$ cat src/hw/rtl/vrdc_pkg.sv
// Shared constants, types and helpers for the video resize dimension calculator.
`default_nettype none

package vrdc_pkg;

  // Largest legal frame dimension in pixels.
  localparam int MAX_DIMENSION = 8192;

  // Internal width of a dimension and of the quotient of the width division.
  localparam int DIM_W = $clog2(MAX_DIMENSION + 1);
  localparam int QUO_W = DIM_W;

  // Port field widths.
  localparam int SRC_W     = 16;
  localparam int SAR_W     = 16;
  localparam int OUT_DIM_W = 14;
  localparam int TGT_W     = 14;
  localparam int STATUS_W  = 2;

  // Arithmetic widths of the width computation.
  localparam int PROD_W = 2 * DIM_W;
  localparam int DEN_W  = SAR_W + DIM_W;
  localparam int NUM_W  = PROD_W + SAR_W;
  localparam int REM_W  = NUM_W + 2;

  // Request queue between the front and the back.
  localparam int Q_DEPTH = 2;
  localparam int Q_PTR_W = (Q_DEPTH > 1) ? $clog2(Q_DEPTH) : 1;
  localparam int Q_CNT_W = $clog2(Q_DEPTH + 1);

  // Configuration port.
  localparam int CFG_IDX_W  = 2;
  localparam int CFG_DATA_W = 14;

  localparam logic [CFG_IDX_W-1:0] CFG_RESIZE_MODE   = 2'd0;
  localparam logic [CFG_IDX_W-1:0] CFG_TARGET_ROWS   = 2'd1;
  localparam logic [CFG_IDX_W-1:0] CFG_ALLOW_UPSCALE = 2'd2;

  localparam logic                MODE_SOURCE = 1'b0;
  localparam logic [TGT_W-1:0]    TARGET_ROWS_RESET = 14'd1080;

  // Result status codes.
  localparam logic [STATUS_W-1:0] ST_OK         = 2'd0;
  localparam logic [STATUS_W-1:0] ST_BAD_SOURCE = 2'd1;
  localparam logic [STATUS_W-1:0] ST_BAD_TARGET = 2'd2;
  localparam logic [STATUS_W-1:0] ST_TOO_LARGE  = 2'd3;

  // Classified request handed from the front to the back.
  typedef struct packed {
    logic                needs_div;
    logic [STATUS_W-1:0] status;
    logic [DIM_W-1:0]    w;
    logic [DIM_W-1:0]    h;
    logic [DIM_W-1:0]    sh;
    logic [SAR_W-1:0]    sn;
    logic [SAR_W-1:0]    sd;
  } vrdc_job_t;

  // Fit an internal dimension into an output field.
  function automatic logic [OUT_DIM_W-1:0] fit_out(input logic [DIM_W:0] v);
    logic [DIM_W+OUT_DIM_W:0] t;
    t = {{OUT_DIM_W{1'b0}}, v};
    return t[OUT_DIM_W-1:0];
  endfunction

endpackage

`default_nettype wire

$ cat src/hw/rtl/vrdc_queue.sv
// Short request queue between the front and the back.
`default_nettype none

module vrdc_queue (
  input  wire logic          clk,
  input  wire logic          rst_n,
  input  wire logic          push_valid,
  output logic               push_ready,
  input  wire vrdc_pkg::vrdc_job_t push_data,
  output logic               pop_valid,
  input  wire logic          pop_ready,
  output vrdc_pkg::vrdc_job_t pop_data
);
  import vrdc_pkg::*;

  vrdc_job_t            mem_r [Q_DEPTH];
  logic [Q_PTR_W-1:0]   wr_ptr_r;
  logic [Q_PTR_W-1:0]   rd_ptr_r;
  logic [Q_CNT_W-1:0]   count_r;
  logic                 do_push;
  logic                 do_pop;

  assign push_ready = (count_r != Q_CNT_W'(Q_DEPTH));
  assign pop_valid  = (count_r != '0);
  assign do_push    = push_valid && push_ready;
  assign do_pop     = pop_valid && pop_ready;
  assign pop_data   = mem_r[rd_ptr_r];

  // Pointers and fill level.
  always_ff @(posedge clk) begin
    if (!rst_n) begin
      wr_ptr_r <= '0;
      rd_ptr_r <= '0;
      count_r  <= '0;
    end else begin
      if (do_push) begin
        wr_ptr_r <= (wr_ptr_r == Q_PTR_W'(Q_DEPTH - 1)) ? '0 : wr_ptr_r + 1'b1;
      end
      if (do_pop) begin
        rd_ptr_r <= (rd_ptr_r == Q_PTR_W'(Q_DEPTH - 1)) ? '0 : rd_ptr_r + 1'b1;
      end
      if (do_push && !do_pop) begin
        count_r <= count_r + 1'b1;
      end else if (do_pop && !do_push) begin
        count_r <= count_r - 1'b1;
      end
    end
  end

  // Entry storage.
  always_ff @(posedge clk) begin
    if (do_push) begin
      mem_r[wr_ptr_r] <= push_data;
    end
  end

endmodule

`default_nettype wire

$ cat config.mk
export PLATFORM = sky130hd
export DESIGN_NAME = vrdc_queue
export DESIGN_NICKNAME = d
export VERILOG_FILES = /design/src/hw/rtl/vrdc_pkg.sv /design/src/hw/rtl/vrdc_queue.sv
export SDC_FILE = /design/constraint.sdc
export NUM_CORES = 1
export LEC_CHECK = 0
export ABC_AREA = 1
export BUFFER_PORTS_ARGS = -buffer_cell sky130_fd_sc_hd__buf_2
export CAP_MARGIN = 20
export CORE_MARGIN = 2
export CORE_UTILIZATION = 56
export DETAILED_ROUTE_END_ITERATION = 7
export PLACE_DENSITY = 0.83
export RECOVER_POWER = 50
export SKIP_CTS_REPAIR_TIMING = 1
export SLEW_MARGIN = 5
export SYNTH_ARGS = -nofsm -noshare
export SYNTH_HDL_FRONTEND = slang
export SYNTH_SLANG_ARGS = --single-unit
$ cat constraint.sdc
create_clock -name clk -period 12.1 [get_ports clk]
set_input_delay 1.21 -clock clk [delete_from_list [all_inputs] [get_ports clk]]
set_output_delay 1.21 -clock clk [all_outputs]
set_load 0.02 [all_outputs]
### After elaboration in Yosys (flattened, before gate mapping)

Memories as Yosys holds them, arrays and structs flattened. A register that Yosys moved wholly into a read port is not among the register bits.
Index checks and enable logic that the tools add are counted.

| operators by class | value |
|---|---|
| mux-type cells | 8 |
| $add $sub $neg | 4 |
| equal/unequal tests | 1 |
| reduce and logical (&&, ||, !) cells | 8 |

Operator list:

| operator | number |
|---|---|
| $mux 1 | 6 |
| $logic_and 1x1->1 | 4 |
| $mux 2 | 2 |
| $reduce_bool 2->1 | 2 |
| $add 1x1->1 const B | 2 |
| $add 2x1->2 const B | 1 |
| $logic_not 1->1 | 2 |
| $ne 2x2->1 const B | 1 |
| $sub 2x1->2 const B | 1 |

| word-level totals | value |
|---|---|
| word-level logic and storage cells | 25 |
| output and inout bits | 79 |
| memory bits (writable) | 154 |
| memories | 1 |
| register bits | 4 |

Memories:

| name | depth | width | read ports | clocked after memory_dff | write ports | RTL line | source |
|---|---|---|---|---|---|---|---|
| mem_r | 2 | 77 | 1 | 1 | 1 | vrdc_queue.sv:16 | `vrdc_job_t mem_r [Q_DEPTH];` |

### Longest topological paths before layout

| logic depth | value |
|---|---|
| depth in word-level cells | 6 |
| depth in mapped cells | 11 |
| depth with buffers taken out | 11 |

### Worst setup path before layout

No wires, ideal clock.

| path | value |
|---|---|
| path type | input to register |
| from | in push_valid |
| to | mem mem_r[0][0] in the netlist's numbering, enable pin |
| buffers on the path | 0 |
| data arrival time | 4.521 ns |
| required time | 11.587 ns |
| stages | 2 |
| path slack | 7.066 ns |
| cell sequence | nand2_1 -> nor2_1 |

| between the ends | value |
|---|---|
| word-level cells in the longest chain between the ends | 3 |

RTL lines:

| what | RTL line | source |
|---|---|---|
| start: declaration | vrdc_queue.sv:7 | `input wire logic push_valid,` |
| $logic_and 1x1->1 | vrdc_queue.sv:25 | `assign do_push = push_valid && push_ready;` |
| $mux 1 | vrdc_queue.sv:52 | `if (do_push) begin` |
| $mux 1 (not written as such) | vrdc_queue.sv:53 | `mem_r[wr_ptr_r] <= push_data;` |
| end: declaration | vrdc_queue.sv:16 |  |

No other way between the ends.

### Worst setup path after layout

| path | value |
|---|---|
| from | in push_valid |
| to | mem mem_r[0][43] in the netlist's numbering, enable pin |

Same word-level chain as after synthesis.

==> impl_metrics.json <==
{
  "outcome": "complete, but fails checks",
  "violations": "capacitance limit, slew limit",
  "cts_sinks": 159,
  "ys_ff_latch": 159,
  "synth_nets": 359,
  "crit_required_ns": 12.13,
  "yosysTopAreaCellShare_pct": 77.96,
  "antenna_found_initial": 0,
  "use_met1_pct": 21.66,
  "skew_ns": 0.005108,
  "drt_iter0_drc": 158,
  "drc": 0,
  "insertion_delay_ns": 0.52,
  "syn_to_final_growth_pct": 24.40,
  "finalCritPeriodShare_pct": 37.85,
  "timing.slew.headroom_pct": -187.0,
  "firstDrtPassIters": 4,
  "postLayoutCellArea_sq_um": 7380,
  "finalMaxSlewViolations": 156,
  "tns_ns": 0,
  "rows": 37,
  "setup-violations-final": 0,
  "antenna_cells": 0,
  "top_usage_layer": "met2",
  "synth_area_leaders": "edfxtp_1 78%, mux2_2 8.9%, mux2_4 7.6%, dfxtp_1 1.7%, buf_8 0.76%",
  "gp_congestion": 0.6929,
  "synth_mux_area_share_pct": 16.52,
  "dp_cells": 566,
  "yosysSeqAreaShare_pct": 79.65,
  "hold_violations": 0,
  "synth_fa_ha_area_share_pct": 0.2109,
  "fmax_mhz": 218.4,
  "ios": 160,
  "syn-cell-area_sq_um": 5932,
  "rsz0062_at_grt": "false",
  "ant_nets": 0,
  "viasPerCell": 5.074,
  "grtUsageTotal_pct": 18.01,
  "vias": 3034,
  "holdWs_ns": 0.5151,
  "synth_simple_gate_area_share_pct": 1.266,
  "netlist_instances": 277,
  "pwr_density_cell_nw_per_um2": 221.4,
  "synth_area_per_cell_sq_um": 21.41,
  "path_class": "input pin to register",
  "numPortBuffers": 159,
  "endpoint_kind": "register",
  "p_leak_nw": 2.761,
  "synth_compound_area_share_pct": 0.3797,
  "die_y_um": 106.9,
  "hpwl_mm": 6.425,
  "path_max_fanout": 77,
  "period_needed_ns": 4.579,
  "synth_cell_type_count": 16,
  "cts_tree": "done",
  "clock_tree.buffer_depth": 2,
  "irDropWorstVdd_uv": 114.8,
  "fillers": 681,
  "r2r_slack_ns": 7.71,
  "die_w_um": 106.9,
  "stdcell_count": 598,
  "die_area_sq_um": 11430,
  "grt_max_degree": 78,
  "place_area_sq_um": 6872,
  "start_util_pct": 57.46,
  "met2_usage_pct": 29.89,
  "hold_class": "register to register",
  "cts_buffers": 17,
  "nNetsFinal": 531,
  "met3_usage_pct": 6.505,
  "arrival_ns": 4.61,
  "grt_pass1_vias": 3157,
  "core-area_sq_um": 10320,
  "htreeDepth": 4,
  "synth_top_cell_by_area": "edfxtp_1",
  "drive_gt1_share_pct": 50.22,
  "wl_per_cell_um": 16.52,
  "root_buffer": "clkbuf_8",
  "synth-xor-area-share_pct": 0,
  "yosysWarnings": 0,
  "synth_top_family_by_area": "multiplexers",
  "wl_mm": 9.879,
  "cap_violations": 2,
  "overflow": 0,
  "clkTransAtPathRegs_ns": 0.06,
  "grt_pass1_wl_mm": 15.18,
  "worst_setup_path_start_kind": "input pin",
  "tightest_slew_ns": 4.305
}
## metrics by stage
stage | utilization [%] | power [mW] | setup slack [ns]
after floorplan | - | 1.031 | 7.066
after global placement | 66.30 | 1.130 | 9.112
after detailed placement | 66.56 | 1.146 | 9.295
after CTS | 71.98 | 1.640 | 8.772
after global routing | 71.48 | 1.704 | 7.110
final | 71.48 | 1.634 | 7.521
## power by group
part	leakage [nW]	internal, mW	total, mW	switching [mW]
logic	1.02	0.163	0.397	0.234
clock network	0.262	0.292	0.496	0.204
registers	1.48	0.709	0.740	0.0313
## flip-flops by register name, summed over array words and instances (netlist names), named ones only
register,flops
wr_ptr_r,1
rd_ptr_r,1
count_r,2
mem_r,154
## synth_stat cells, drive strengths merged
cell and instances:
nand2 9, nand4 1, nor2 8, mux2 77, nand3 1, o21a 1
ha 1, edfxtp 154, a21oi 1, o21ai 2, inv 8, buf 9
dfxtp 5
## metal layers
| metal | vias to the layer above | part of all wire, % |
|---|---|---|
| met5 | - | 0 |
| met4 | 0 | 1.3 |
| met3 | 12 | 7.1 |
| met2 | 124 | 51 |
| met1 | 1476 | 41 |
| li1 | 1422 | - |
## placed cells by master (no fill, tap or decap), drive strengths merged
cell,instances
ha,1
nand4,1
a21oi,1
inv,10
nand2,9
clkinv,7
mux2,77
dfxtp,5
o21ai,2
bufinv,2
o21a,1
buf,125
nand3,1
nor2,8
clkbuf,55
edfxtp,154
clkinvlp,3
## final timing paths
path / start / endpoint / cells after the start
worst min-delay path: rd_ptr_r$_SDFFE_PN0P_ / register / 2
worst min register to register: rd_ptr_r$_SDFFE_PN0P_ / register / 2
worst max-delay path: push_valid / mem_r[0][43]$_DFFE_PP_ / 4
worst max register to register: count_r[0]$_SDFFE_PN0P_ / mem_r[0][43]$_DFFE_PP_ / 5
## worst max-delay path, cell delays in order
cell and delay, ns:
buf_2 0.08, nand2_1 0.15, nor2_4 0.11, clkbuf_1 3.03
## layout make-up
cell class / count / area (sq um) / share of cell area [%]
multi-input cells: 101 / 1105 / 14.97
well taps: 136 / 170.2 / 2.306
repair buffers: 162 / 787.0 / 10.66
inverters: 8 / 30.03 / 0.4069
flip-flops and latches: 159 / 4728 / 64.07
clock buffers: 18 / 417.9 / 5.663
clock inverters: 14 / 141.4 / 1.916
## cell families after synthesis
| group | Yosys count |
|---|---|
| AO/OA/AOI/OAI | 4 |
| adder cells (fa/ha/maj) | 1 |
| buffers and inverters | 17 |
| flip-flops | 159 |
| multiplexers | 77 |
| AND/OR/NAND/NOR | 19 |
(Power assumes the default switching activity.)
