<file path="src/hw/rtl/vrdc_pkg.sv">
// Shared constants, types and helpers for the video resize dimension calculator.
`default_nettype none

package vrdc_pkg;

  // Largest legal frame dimension in pixels.
  localparam int MAX_DIMENSION = 8192;

  // Internal width of a dimension and of the quotient of the width division.
  localparam int DIM_W = $clog2(MAX_DIMENSION + 1);
  localparam int QUO_W = DIM_W;

  // Port field widths.
  localparam int SRC_W     = 16;
  localparam int SAR_W     = 16;
  localparam int OUT_DIM_W = 14;
  localparam int TGT_W     = 14;
  localparam int STATUS_W  = 2;

  // Arithmetic widths of the width computation.
  localparam int PROD_W = 2 * DIM_W;
  localparam int DEN_W  = SAR_W + DIM_W;
  localparam int NUM_W  = PROD_W + SAR_W;
  localparam int REM_W  = NUM_W + 2;

  // Request queue between the front and the back.
  localparam int Q_DEPTH = 2;
  localparam int Q_PTR_W = (Q_DEPTH > 1) ? $clog2(Q_DEPTH) : 1;
  localparam int Q_CNT_W = $clog2(Q_DEPTH + 1);

  // Configuration port.
  localparam int CFG_IDX_W  = 2;
  localparam int CFG_DATA_W = 14;

  localparam logic [CFG_IDX_W-1:0] CFG_RESIZE_MODE   = 2'd0;
  localparam logic [CFG_IDX_W-1:0] CFG_TARGET_ROWS   = 2'd1;
  localparam logic [CFG_IDX_W-1:0] CFG_ALLOW_UPSCALE = 2'd2;

  localparam logic                MODE_SOURCE = 1'b0;
  localparam logic [TGT_W-1:0]    TARGET_ROWS_RESET = 14'd1080;

  // Result status codes.
  localparam logic [STATUS_W-1:0] ST_OK         = 2'd0;
  localparam logic [STATUS_W-1:0] ST_BAD_SOURCE = 2'd1;
  localparam logic [STATUS_W-1:0] ST_BAD_TARGET = 2'd2;
  localparam logic [STATUS_W-1:0] ST_TOO_LARGE  = 2'd3;

  // Classified request handed from the front to the back.
  typedef struct packed {
    logic                needs_div;
    logic [STATUS_W-1:0] status;
    logic [DIM_W-1:0]    w;
    logic [DIM_W-1:0]    h;
    logic [DIM_W-1:0]    sh;
    logic [SAR_W-1:0]    sn;
    logic [SAR_W-1:0]    sd;
  } vrdc_job_t;

  // Fit an internal dimension into an output field.
  function automatic logic [OUT_DIM_W-1:0] fit_out(input logic [DIM_W:0] v);
    logic [DIM_W+OUT_DIM_W:0] t;
    t = {{OUT_DIM_W{1'b0}}, v};
    return t[OUT_DIM_W-1:0];
  endfunction

endpackage

`default_nettype wire

</file>
<file path="src/hw/rtl/vrdc_front.sv">
// Front end: configuration registers, source checks and output height choice.
`default_nettype none

module vrdc_front (
  input  wire logic                         clk,
  input  wire logic                         rst_n,
  input  wire logic                         in_valid,
  output logic                              in_ready,
  input  wire logic [vrdc_pkg::SRC_W-1:0]   in_source_width,
  input  wire logic [vrdc_pkg::SRC_W-1:0]   in_source_height,
  input  wire logic [vrdc_pkg::SAR_W-1:0]   in_sar_numerator,
  input  wire logic [vrdc_pkg::SAR_W-1:0]   in_sar_denominator,
  input  wire logic                         cfg_valid,
  output logic                              cfg_ready,
  input  wire logic [vrdc_pkg::CFG_IDX_W-1:0]  cfg_index,
  input  wire logic [vrdc_pkg::CFG_DATA_W-1:0] cfg_data,
  output logic                              job_valid,
  input  wire logic                         job_ready,
  output vrdc_pkg::vrdc_job_t               job
);
  import vrdc_pkg::*;

  localparam logic [SRC_W-1:0] MAX_DIM_16 = SRC_W'(MAX_DIMENSION);

  logic              mode_r;
  logic [TGT_W-1:0]  target_r;
  logic              upscale_r;
  logic              fv_r;
  vrdc_job_t         job_r;
  vrdc_job_t         job_nxt;
  logic              accept;

  logic [SRC_W-1:0]  tgt16;
  logic [SRC_W-1:0]  tgt_even;
  logic [SRC_W-1:0]  h_cand;
  logic              src_bad;
  logic              tgt_bad;
  logic              h_bad;
  logic              sar_one;

  // Configuration writes are always taken.
  assign cfg_ready = 1'b1;

  always_ff @(posedge clk) begin
    if (!rst_n) begin
      mode_r    <= MODE_SOURCE;
      target_r  <= TARGET_ROWS_RESET;
      upscale_r <= 1'b0;
    end else if (cfg_valid) begin
      case (cfg_index)
        CFG_RESIZE_MODE:   mode_r    <= cfg_data[0];
        CFG_TARGET_ROWS:   target_r  <= cfg_data[TGT_W-1:0];
        CFG_ALLOW_UPSCALE: upscale_r <= cfg_data[0];
        default: ;
      endcase
    end
  end

  // Classify the request and pick the output height.
  always_comb begin
    tgt16    = {{(SRC_W-TGT_W){1'b0}}, target_r};
    tgt_even = (tgt16 < 16'd2) ? 16'd2 : tgt16;
    if (tgt_even[0]) begin
      tgt_even = tgt_even + 16'd1;
    end
    src_bad = (in_source_width == '0) || (in_source_height == '0) ||
              (in_source_width > MAX_DIM_16) || (in_source_height > MAX_DIM_16);
    tgt_bad = (target_r == '0) || (tgt16 > MAX_DIM_16);
    if (!upscale_r && (in_source_height <= tgt16)) begin
      h_cand = {in_source_height[SRC_W-1:1], 1'b0};
    end else begin
      h_cand = tgt_even;
    end
    h_bad   = (h_cand == '0) || (h_cand > MAX_DIM_16);
    sar_one = (in_sar_numerator == '0) || (in_sar_denominator == '0);

    job_nxt = '0;
    if (src_bad) begin
      job_nxt.status = ST_BAD_SOURCE;
    end else if (mode_r == MODE_SOURCE) begin
      job_nxt.status = ST_OK;
      job_nxt.w      = in_source_width[DIM_W-1:0];
      job_nxt.h      = in_source_height[DIM_W-1:0];
      job_nxt.sn     = in_sar_numerator;
      job_nxt.sd     = in_sar_denominator;
    end else if (tgt_bad || h_bad) begin
      job_nxt.status = ST_BAD_TARGET;
    end else begin
      job_nxt.needs_div = 1'b1;
      job_nxt.status    = ST_OK;
      job_nxt.w         = in_source_width[DIM_W-1:0];
      job_nxt.h         = h_cand[DIM_W-1:0];
      job_nxt.sh        = in_source_height[DIM_W-1:0];
      job_nxt.sn        = sar_one ? SAR_W'(1) : in_sar_numerator;
      job_nxt.sd        = sar_one ? SAR_W'(1) : in_sar_denominator;
    end
  end

  // Front holding register, emptied into the queue.
  assign in_ready = !fv_r || job_ready;
  assign accept   = in_valid && in_ready;

  always_ff @(posedge clk) begin
    if (!rst_n) begin
      fv_r <= 1'b0;
    end else if (in_ready) begin
      fv_r <= in_valid;
    end
  end

  always_ff @(posedge clk) begin
    if (accept) begin
      job_r <= job_nxt;
    end
  end

  assign job_valid = fv_r;
  assign job       = job_r;

endmodule

`default_nettype wire

</file>
<file path="config.mk">
export PLATFORM = sky130hd
export DESIGN_NAME = vrdc_front
export DESIGN_NICKNAME = d
export VERILOG_FILES = /design/src/hw/rtl/vrdc_pkg.sv /design/src/hw/rtl/vrdc_front.sv
export SDC_FILE = /design/constraint.sdc
export NUM_CORES = 1
export LEC_CHECK = 0
export BUFFER_PORTS_ARGS = -buffer_cell sky130_fd_sc_hd__buf_2
export CORE_UTILIZATION = 32
export DETAILED_ROUTE_END_ITERATION = 7
export PLACE_DENSITY = 0.53
export SKIP_CTS_REPAIR_TIMING = 1
export SYNTH_ARGS = -nofsm -noshare
export SYNTH_HDL_FRONTEND = slang
export SYNTH_SLANG_ARGS = --single-unit
export TNS_END_PERCENT = 100
</file>
<file path="constraint.sdc">
create_clock -name clk -period 4.9 [get_ports clk]
set_input_delay 0.49 -clock clk [delete_from_list [all_inputs] [get_ports clk]]
set_output_delay 0.49 -clock clk [all_outputs]
set_load 0.01 [all_outputs]
</file>
Word level (Yosys, flattened, before mapping)
Index checks and enable logic that the tools add are counted.
- flip-flop bits (word level): 94
- RAM bits: 0
- bits in latches: 0
- memory bits (read-only): 0
- output and inout port bits: 80
- memories: 0
- reductions and logical operators: 24
- add/subtract/negate cells: 1
- bitwise gates (word level): 1
- divide/modulo/power cells: 0
- equality and inequality tests: 2
- multipliers: 0
- shift-type cells: 0
- mux-type cells: 10
- magnitude comparators: 6
- operator list (operator ; number):
    16-bit zero test ; 5
    74-bit two-way mux ; 1
    16-bit by 14-bit > comparator with 1-bit output (second input constant) ; 3
    16-bit two-way mux ; 3
    32-bit two-way mux ; 1
    29-bit two-way mux ; 1
    16-bit by 14-bit less-or-equal comparator with 1-bit output ; 1
    14-bit by 1-bit adder with 15-bit output (second input constant) ; 1
    15-bit two-way mux ; 1
    14-bit > comparator (second input constant) ; 1
    14-bit zero test ; 1
    14-bit by 2-bit less-than comparator with 1-bit output (second input constant) ; 1
    14-bit two-way mux ; 1
    1-bit logical OR ; 8
    2-bit AND reduction ; 3
    3-bit OR reduction ; 1
    2-bit by 1-bit == test with 1-bit output (second input constant) ; 1
    2-bit == test (second input constant) ; 1
    1-bit logical AND ; 2
    1-bit zero test ; 2
    2-bit zero test ; 1
    2-bit two-way mux ; 1
    2-bit OR reduction ; 1
    1-bit two-way mux ; 1
    1-bit NOT ; 1

Logic depth before layout (Yosys ltp)
Gate-level depths: netlist of run 1.
- depth in word-level cells: 10
- mapped depth: 14
- depth with buffers taken out: 12

Worst setup path after synthesis of run 1
Ideal clock, no wire load.
- path kind: register to register
- start: register target_r[2]
- end: register job_r (netlist bit job[10]) (data pin)
- cell stages (with the launch flop): 15
- arrival time: 3.394 ns
- path slack: 1.375 ns
- required time: 4.769 ns
- period minus slack after synthesis: 3.525 ns
- cells stage by stage: dfxtp_1 buf_2 or4_1 nor4_2 or2_2 ha_1 nand4_1 xnor2_1 a2111oi_2 o211a_1 a22oi_1 o21ba_2 o41ai_4 buf_6 and2_1
- cells in the longest elaborated chain, start to end: 10
- elaborated cells on any way between the ends: 16
- RTL lines (element ; line ; RTL):
    from (decl) ; vrdc_front.sv:26 ; logic [TGT_W-1:0] target_r;
    from (signal assigned) ; vrdc_front.sv:52 ; CFG_TARGET_ROWS: target_r <= cfg_data[TGT_W-1:0];
    14-bit by 2-bit less-than comparator with 1-bit output ; vrdc_front.sv:62 ; tgt_even = (tgt16 < 16'd2) ? 16'd2 : tgt16;
    14-bit two-way mux ; vrdc_front.sv:62 ;
    14-bit by 1-bit adder with 15-bit output ; vrdc_front.sv:64 ; tgt_even = tgt_even + 16'd1;
    15-bit two-way mux ; vrdc_front.sv:63 ; if (tgt_even[0]) begin
    16-bit two-way mux ; vrdc_front.sv:69 ; if (!upscale_r && (in_source_height <= tgt16)) begin
    16-bit by 14-bit > comparator with 1-bit output / 16-bit zero test (equally long branches) ; vrdc_front.sv:74 ; h_bad = (h_cand == '0) || (h_cand > MAX_DIM_16);
    1-bit logical OR ; vrdc_front.sv:74 ;
    1-bit logical OR (*) ; vrdc_front.sv:86 ; end else if (tgt_bad || h_bad) begin
    74-bit two-way mux (*) ; vrdc_front.sv:86 ;
    32-bit two-way mux (*) ; vrdc_front.sv:80 ; end else if (mode_r == MODE_SOURCE) begin
    to (signal assigned) ; vrdc_front.sv:113 ; job_r <= job_nxt;
    to (decl) ; vrdc_front.sv:29 ; vrdc_job_t job_r;
Mark *: on every way between the ends. The rest lies on a longest branch, timed or not.
A chain may end at the register's enable or synchronous reset.

Worst setup path after layout of run 1
- start: register target_r[12]
- end: register job_r (netlist bit job[37]) (data pin)
- cells in the longest elaborated chain, start to end: 9
- elaborated cells on any way between the ends: 15
- RTL lines (element ; line):
    14-bit by 2-bit less-than comparator with 1-bit output ; vrdc_front.sv:62
    14-bit two-way mux ; vrdc_front.sv:62
    14-bit by 1-bit adder with 15-bit output ; vrdc_front.sv:64
    15-bit two-way mux ; vrdc_front.sv:63
    16-bit two-way mux ; vrdc_front.sv:69
    16-bit by 14-bit > comparator with 1-bit output / 16-bit zero test (equally long branches) ; vrdc_front.sv:74
    1-bit logical OR ; vrdc_front.sv:74
    1-bit logical OR (*) ; vrdc_front.sv:86
    3-bit OR reduction (no source line) (*) ; --
Marks and branches as above.

==> run summary, run 1 <==
met3 wire len = 593 um
IO Pins = 165
post-synthesis async set-or-reset flop share = 0%
Top cell by count, worst path = nor3_2
I/O Buffers = 163
Hold Violations, Final = 0
hold endpoint = target_r[4]$_SDFFE_PN1P_
CTS buffer count = 9
Hold Startpoint = cfg_data[4]
Initial DRC Count = 197
Pre-antenna DRT Iters = 4
post-detailed-route wirelength per cell = 16.3 um
Reg clk slew, reported paths = 70 ps
share of post-route cells with drive strength above 1 = 34.1%
clk root buf = clkbuf_16
Post-Syn Area = 0.00469 mm2
Yosys reg bits = 94
Syn Area/Cell = 11.3 um2
final WL = 12400 um
die width = 123 um
metal2 WL = 5640 um
Post-DP HPWL = 9560 um
antenna violations before repair = 0
reg2reg setup slack = 870 ps
ys flop type = edfxtp_1
CP Capture Type = flip-flop
Critical Path Start Type = flip-flop
CTS tree = done
Via Count = 3741
Global Route Usage Sum = 16.7%
syn_nets = 514
Required @ worst endpoint = 5110 ps
Worst-Skew Late Latency = 350 ps
Critical Path, Cell by Cell = or4_1 -> nor4_2 -> or2_2 -> ha_1 -> nand2_1 -> nor3_2 -> a311oi_1 -> o211a_1 -> a31o_2 -> o21ba_2 -> nor3_2 -> and2_1
Place WS = 942 ps
Reg2Reg Depth = 12
area grow syn2layout = 27.6%
Die ar. = 0.0152 mm2
Clock Path Buffers = 2
skew final = 9.85 ps
Post-synth EDFFs = 77
highest routed layer = met4
utilization after layout = 42.5%
sum of negative setup slack = 0 ps
GRT overflow = 0
Initial Util = 33.3%
largest net degree at the start of global routing = 78
setup violators final = 0
Hold Path Depth = 3
Max transition margin = 29.9%
Power Density = 307 mW/mm2
Core ar. = 0.0141 mm2
worst min path class = in -> reg
RSZ-0062 raised after global routing = no
fin crit share = 82.3%
final antenna diode count = 0
Synth cell types = 54
Reg-to-Reg End = job[37]$_SDFFCE_PP0P_
Die Ht = 123 um
first-pass GRT wire length = 18600 um
ANT nets after route = 0
worst hold margin = 366 ps
GPL Wtd Cong = 0.816
vias in the first global route = 3634
CP Max Fanout = 14
sequential area share after synthesis = 56.5%
Mapped Cells = 414
slowest stage delay, CP = 630 ps
Final WS setup = 867 ps
Static Leak = 0.00246 uW
number of remaining DRC errors = 0
slowest cell on the critical path = nor3_2
Final nets = 675
Yosys Warn Count = 0
worst r2r src = target_r[12]$_SDFFE_PN0P_
Worst EP arrival = 4250 ps
max-slew violations = 0
Worst IR Drop VDD = 0.000178 V
FMAX = 248 MHz
vias per inst = 4.92
met1 wire length = 5870 um
Max-Cap Viols = 0
H-tree Lvls = 3
row cnt = 43
fillcell total = 1392
min Tclk post-route = 4030 ps
status = finished clean
slew at the pin with the worst max-slew slack = 1050 ps
CTS sink count = 94
Worst Setup Path Type = reg -> reg
-- stage by stage --
| stage | instance area [um2] | std cells | total power [uW] |
|---|---|---|---|
| after floorplan | 4690 | 414 | 1020 |
| after global placement | 5680 | 744 | 1120 |
| after detailed placement | 5680 | 744 | 1130 |
| after CTS | 5990 | 760 | 1860 |
| after global routing | 5990 | 760 | 1910 |
| final | 5990 | 760 | 1840 |
-- cell usage after synthesis, types with 11 or more instances --
library cell,instances,area (um2)
nor4_1,22,138
a21boi_0,11,82.6
xnor2_1,12,105
edfxtp_1,77,2310
nand2_1,31,116
a211oi_1,11,82.6
and3_1,16,100
clkbuf_1,11,41.3
ha_1,15,188
and2_1,46,288
nor2_1,32,120
inv_1,16,60.1
dfxtp_1,17,340
nand4_1,12,75.1
-- power breakdown --
group	leakage [uW]	internal, uW	switching (uW)
Combinational	0.00140	76.8	112
Clock	0.000153	407	326
Sequential	0.000911	900	17.6
-- flip-flops by register name, summed over array words and instances (netlist names) --
register / cells
job: 77
target_r: 14
job_valid: 1
mode_r: 1
upscale_r: 1
-- cell usage in the layout (no fill, tap or decap), types with 2 or more instances in the layout --
cell,n
buf_2,163
edfxtp_1,77
and2_1,45
nor2_1,32
nand2_1,31
nor4_1,22
dfxtp_1,17
inv_1,16
and3_1,16
ha_1,15
nand4_1,12
xnor2_1,12
a211oi_1,11
a21boi_0,11
clkbuf_16,9
nand3_1,7
o21ai_0,7
a21oi_1,7
o211ai_1,6
buf_4,6
nor3_1,5
xor2_1,4
or4_1,3
nor2b_1,3
inv_6,3
nor3_2,2
mux2i_1,2
o21a_1,2
mux2_2,2
o22ai_1,2
nand3b_1,2
clkinv_4,2
-- layer usage --
| metal | track usage, % | up-vias |
|---|---|---|
| li1 | - | 1854 |
| met1 | 22.7 | 1766 |
| met2 | 25.5 | 109 |
| met3 | 2.68 | 12 |
| met4 | 8.58 | 0 |
| met5 | 0 | - |
-- how the worst max path moves through the flow --
stage | startpoint | to | slack, ps | cells after the start
6_report | target_r[12]$_SDFFE_PN0P_ | job[37]$_SDFFCE_PP0P_ | 870 | 12
3_3_place_gp | target_r[12]$_SDFFE_PN0P_ | job[38]$_SDFFCE_PP0P_ | 1010 | 12
2_1_floorplan | target_r[2]$_SDFFE_PN0P_ | job[10]$_SDFFCE_PP0P_ | 1370 | 14
4_1_cts | target_r[12]$_SDFFE_PN0P_ | job[37]$_SDFFCE_PP0P_ | 900 | 12
5_1_grt | target_r[12]$_SDFFE_PN0P_ | job[38]$_SDFFCE_PP0P_ | 580 | 12
3_5_place_dp | target_r[12]$_SDFFE_PN0P_ | job[37]$_SDFFCE_PP0P_ | 940 | 12
-- cells by family (layout without fill, tap and decap cells) --
family / after synthesis / after routing / synth area share, %
multiplexers: 4 / 4 / 0.906
XOR/XNOR: 16 / 16 / 2.99
AND/OR/NAND/NOR: 189 / 189 / 22.5
AO/OA/AOI/OAI: 60 / 60 / 9.57
other: 1 / 1 / 0.0799
adder cells (fa/ha/maj): 15 / 15 / 4.00
flip-flops: 94 / 94 / 56.5
buffers and inverters: 35 / 201 / 3.47
-- layout make-up --
class	count	area (um2)	area share (%)
clock buffers	9	225	3.76
clock inverters	7	85.1	1.42
inverters	16	60.1	1.00
multi-input cells	285	1880	31.4
flip-flops and latches	94	2650	44.3
well taps	180	225	3.76
repair buffers	169	861	14.4
-- critical path, delay by kind of cell (launching register included) --
kind                       cells  cell delay (ps)
and+or+nand+nor                7             2380
AOI/OAI and AO/OA              4              910
DFF                            1              390
adders and majority gates      1              210
No activity file was read; power rests on OpenSTA's default activity.
==> run 2: changes to the inputs <==
==> constraint.sdc (replaced) <==
create_clock -name clk -period 3.9 [get_ports clk]
set_input_delay 0.39 -clock clk [delete_from_list [all_inputs] [get_ports clk]]
set_output_delay 0.39 -clock clk [all_outputs]
set_load 0.01 [all_outputs]
==> run 2 against run 1 <==
  * Sequential power up 25%
  * Cell count up 1.8%
  * Highest routed layer unchanged
  * Count of clock-buffer cells in the layout up 1
  * Clock power up 9.2%
  * Register-to-register slack worse by 750 ps
  * Sequential share of layout area down 1.1 points
  * First-iteration DRC count up 68%
==> run summary, run 2 (synthesis results as in run 1) <==
number of remaining DRC errors = 0 (unchanged)
slowest stage delay, CP = 540 ps (-90 ps)
GRT overflow = 0 (unchanged)
Multi-input gate area = 0.00193 mm2 (+2.5%)
Initial DRC Count = 330 (+68%)
Worst IR Drop VDD = 0.000237 V (+33%)
Critical Path Start Type = flip-flop
utilization after layout = 43.7% (+1.2 points)
Die ar. = 0.0152 mm2 (unchanged)
Psw = 533 uW (+17%)
Via Count = 3786 (+1.2%)
Worst Setup Path Type = reg -> reg
Hold Path Depth = 3 (unchanged)
share of post-route cells with drive strength above 1 = 36.2% (+2.1 points)
Die Ht = 123 um (unchanged)
fin crit share = 97.0% (+15 points)
Max transition margin = 32.3% (+2.4 points)
FMAX = 264 MHz (+6.6%)
Int Power = 1660 uW (+20%)
CP Max Fanout = 7 (-7)
IO Pins = 165 (unchanged)
Power, Total = 2200 uW (+19%)
final non-filler cell total = 774 (+1.8%)
Reg power frac = 52.4% (+2.5 points)
ANT nets after route = 0 (unchanged)
register area = 0.00266 mm2 (+0.19%)
# placed instances = 749 (+0.67%)
final WL = 12600 um (+2.3%)
area grow syn2layout = 31.2%
Clock Path Buffers = 2 (unchanged)
CP Capture Type = flip-flop
GPL Wtd Cong = 0.914 (+12%)
most common cell after layout, fill and taps aside = buf_2
Logic pwr share = 11.3% (+1.0 points)
CTS buffer count = 9 (unchanged)
vias per inst = 4.89 (-0.63%)
Pre-antenna DRT Iters = 4 (unchanged)
slowest cell on the critical path = or4_4
Initial Util = 33.3% (unchanged)
I/O Buffers = 163 (unchanged)
first-pass GRT wire length = 18500 um (-0.41%)
Critical Path, Cell by Cell = or4_4 -> nor4_4 -> or2_4 -> ha_4 -> nand4_1 -> nor4_2 -> xnor2_1 -> and3_1 -> a31o_2 -> o21ba_4 -> o41ai_4 -> buf_6 -> clkbuf_16 -> and2_1
setup violators final = 0 (unchanged)
status = finished clean
Worst EP arrival = 4000 ps (-250 ps)
worst r2r src = target_r[2]$_SDFFE_PN0P_
fillcell total = 1397 (+0.36%)
min Tclk post-route = 3780 ps (-251 ps)
max-slew violations = 0 (unchanged)
Power Density = 357 mW/mm2 (+16%)
hold endpoint = target_r[10]$_SDFFE_PN1P_
worst hold margin = 275 ps (-90.6 ps)
worst path bufs/invs = 2 (+2)
antenna violations before repair = 0 (unchanged)
vias in the first global route = 3648 (+0.39%)
Sw Ratio = 24.3% (-0.52 points)
row cnt = 43 (unchanged)
Post-DP HPWL = 9450 um (-1.2%)
largest net degree at the start of global routing = 78 (unchanged)
commonest cells after routing, fill and taps aside = 163 x buf_2, 77 x edfxtp_1, 45 x and2_1
Static Leak = 0.00252 uW (+2.2%)
Critical path origin = target_r[2]$_SDFFE_PN0P_
Global Route Usage Sum = 16.3% (-0.40 points)
max reg flops = 77 (unchanged)
Core ar. = 0.0141 mm2 (unchanged)
Worst-Skew Late Latency = 340 ps (about the same)
Clock Power Share = 36.4% (-3.4 points)
skew final = 6.59 ps (-3.26 ps)
Reg2Reg Depth = 14 (+2)
CTS tree = done
CTS sink count = 94 (unchanged)
Hold Startpoint = cfg_data[10]
worst min path class = in -> reg
Max-Cap Viols = 0 (unchanged)
Reg clk slew, reported paths = 70 ps (about the same)
Hold Violations, Final = 0 (unchanged)
reg2reg setup slack = 120 ps (-750 ps)
clk root buf = clkbuf_16
CP top delay family = simple AND/OR/NAND/NOR gates
Required @ worst endpoint = 4120 ps (-990 ps)
post-detailed-route wirelength per cell = 16.3 um (+0.43%)
final antenna diode count = 0 (unchanged)
die width = 123 um (unchanged)
Final nets = 689 (+2.1%)
slew at the pin with the worst max-slew slack = 1010 ps (-36.5 ps)
H-tree Lvls = 3 (unchanged)
Reg-to-Reg End = job[8]$_SDFFCE_PP0P_
## run 2: how the worst max path moves through the flow
stage | to | slack, ps | depth (start not counted)
final | job[8]$_SDFFCE_PP0P_ | 120 | 14
after global routing | job[8]$_SDFFCE_PP0P_ | -60 | 14
after CTS | job[20]$_SDFFCE_PP0P_ | 30 | 13
after detailed placement | job[20]$_SDFFCE_PP0P_ | 50 | 13
after global placement | job[27]$_SDFFCE_PP0P_ | 180 | 13
after floorplan | job[10]$_SDFFCE_PP0P_ | 370 | 14
## run 2: per-layer routing
metal	global-route usage (%)	routed length [um]
met1	22.0	5780
met2	25.6	6000
met3	3.41	594
met4	6.17	263
met5	0	0
## run 2: worst min-delay path, delay by kind of cell
kind                   cells  cell delay [ps]
buffers and inverters      1               70
AO/OA/AOI/OAI              1               70
AND/OR/NAND/NOR            1               40
## run 2: layout make-up
cell class,count,share of cell area [%]
clock buffers,10,3.72
multi-input cells,285,31.3
flip-flops and latches,94,43.2
well taps,180,3.66
clock inverters,6,0.589
repair buffers,183,16.6
inverters,16,0.975
## run 2: power by group through the flow
stage / registers, uW / clock network [uW] / logic (uW)
after global placement: 1170 / 0 / 239
after floorplan: 1190 / 0 / 94.8
after CTS: 1150 / 821 / 242
after global routing: 1150 / 859 / 275
after detailed placement: 1170 / 0 / 241
final: 1150 / 799 / 247
## run 2: through the flow
step                setup TNS (ps)  worst slack, ps  cell area, um2
floorplan                        0              375            4690
global placement                 0              179            5730
detailed placement               0             49.8            5730
CTS                              0             30.1            5990
global route                 -1390            -62.2            6160
finish                           0              118            6160
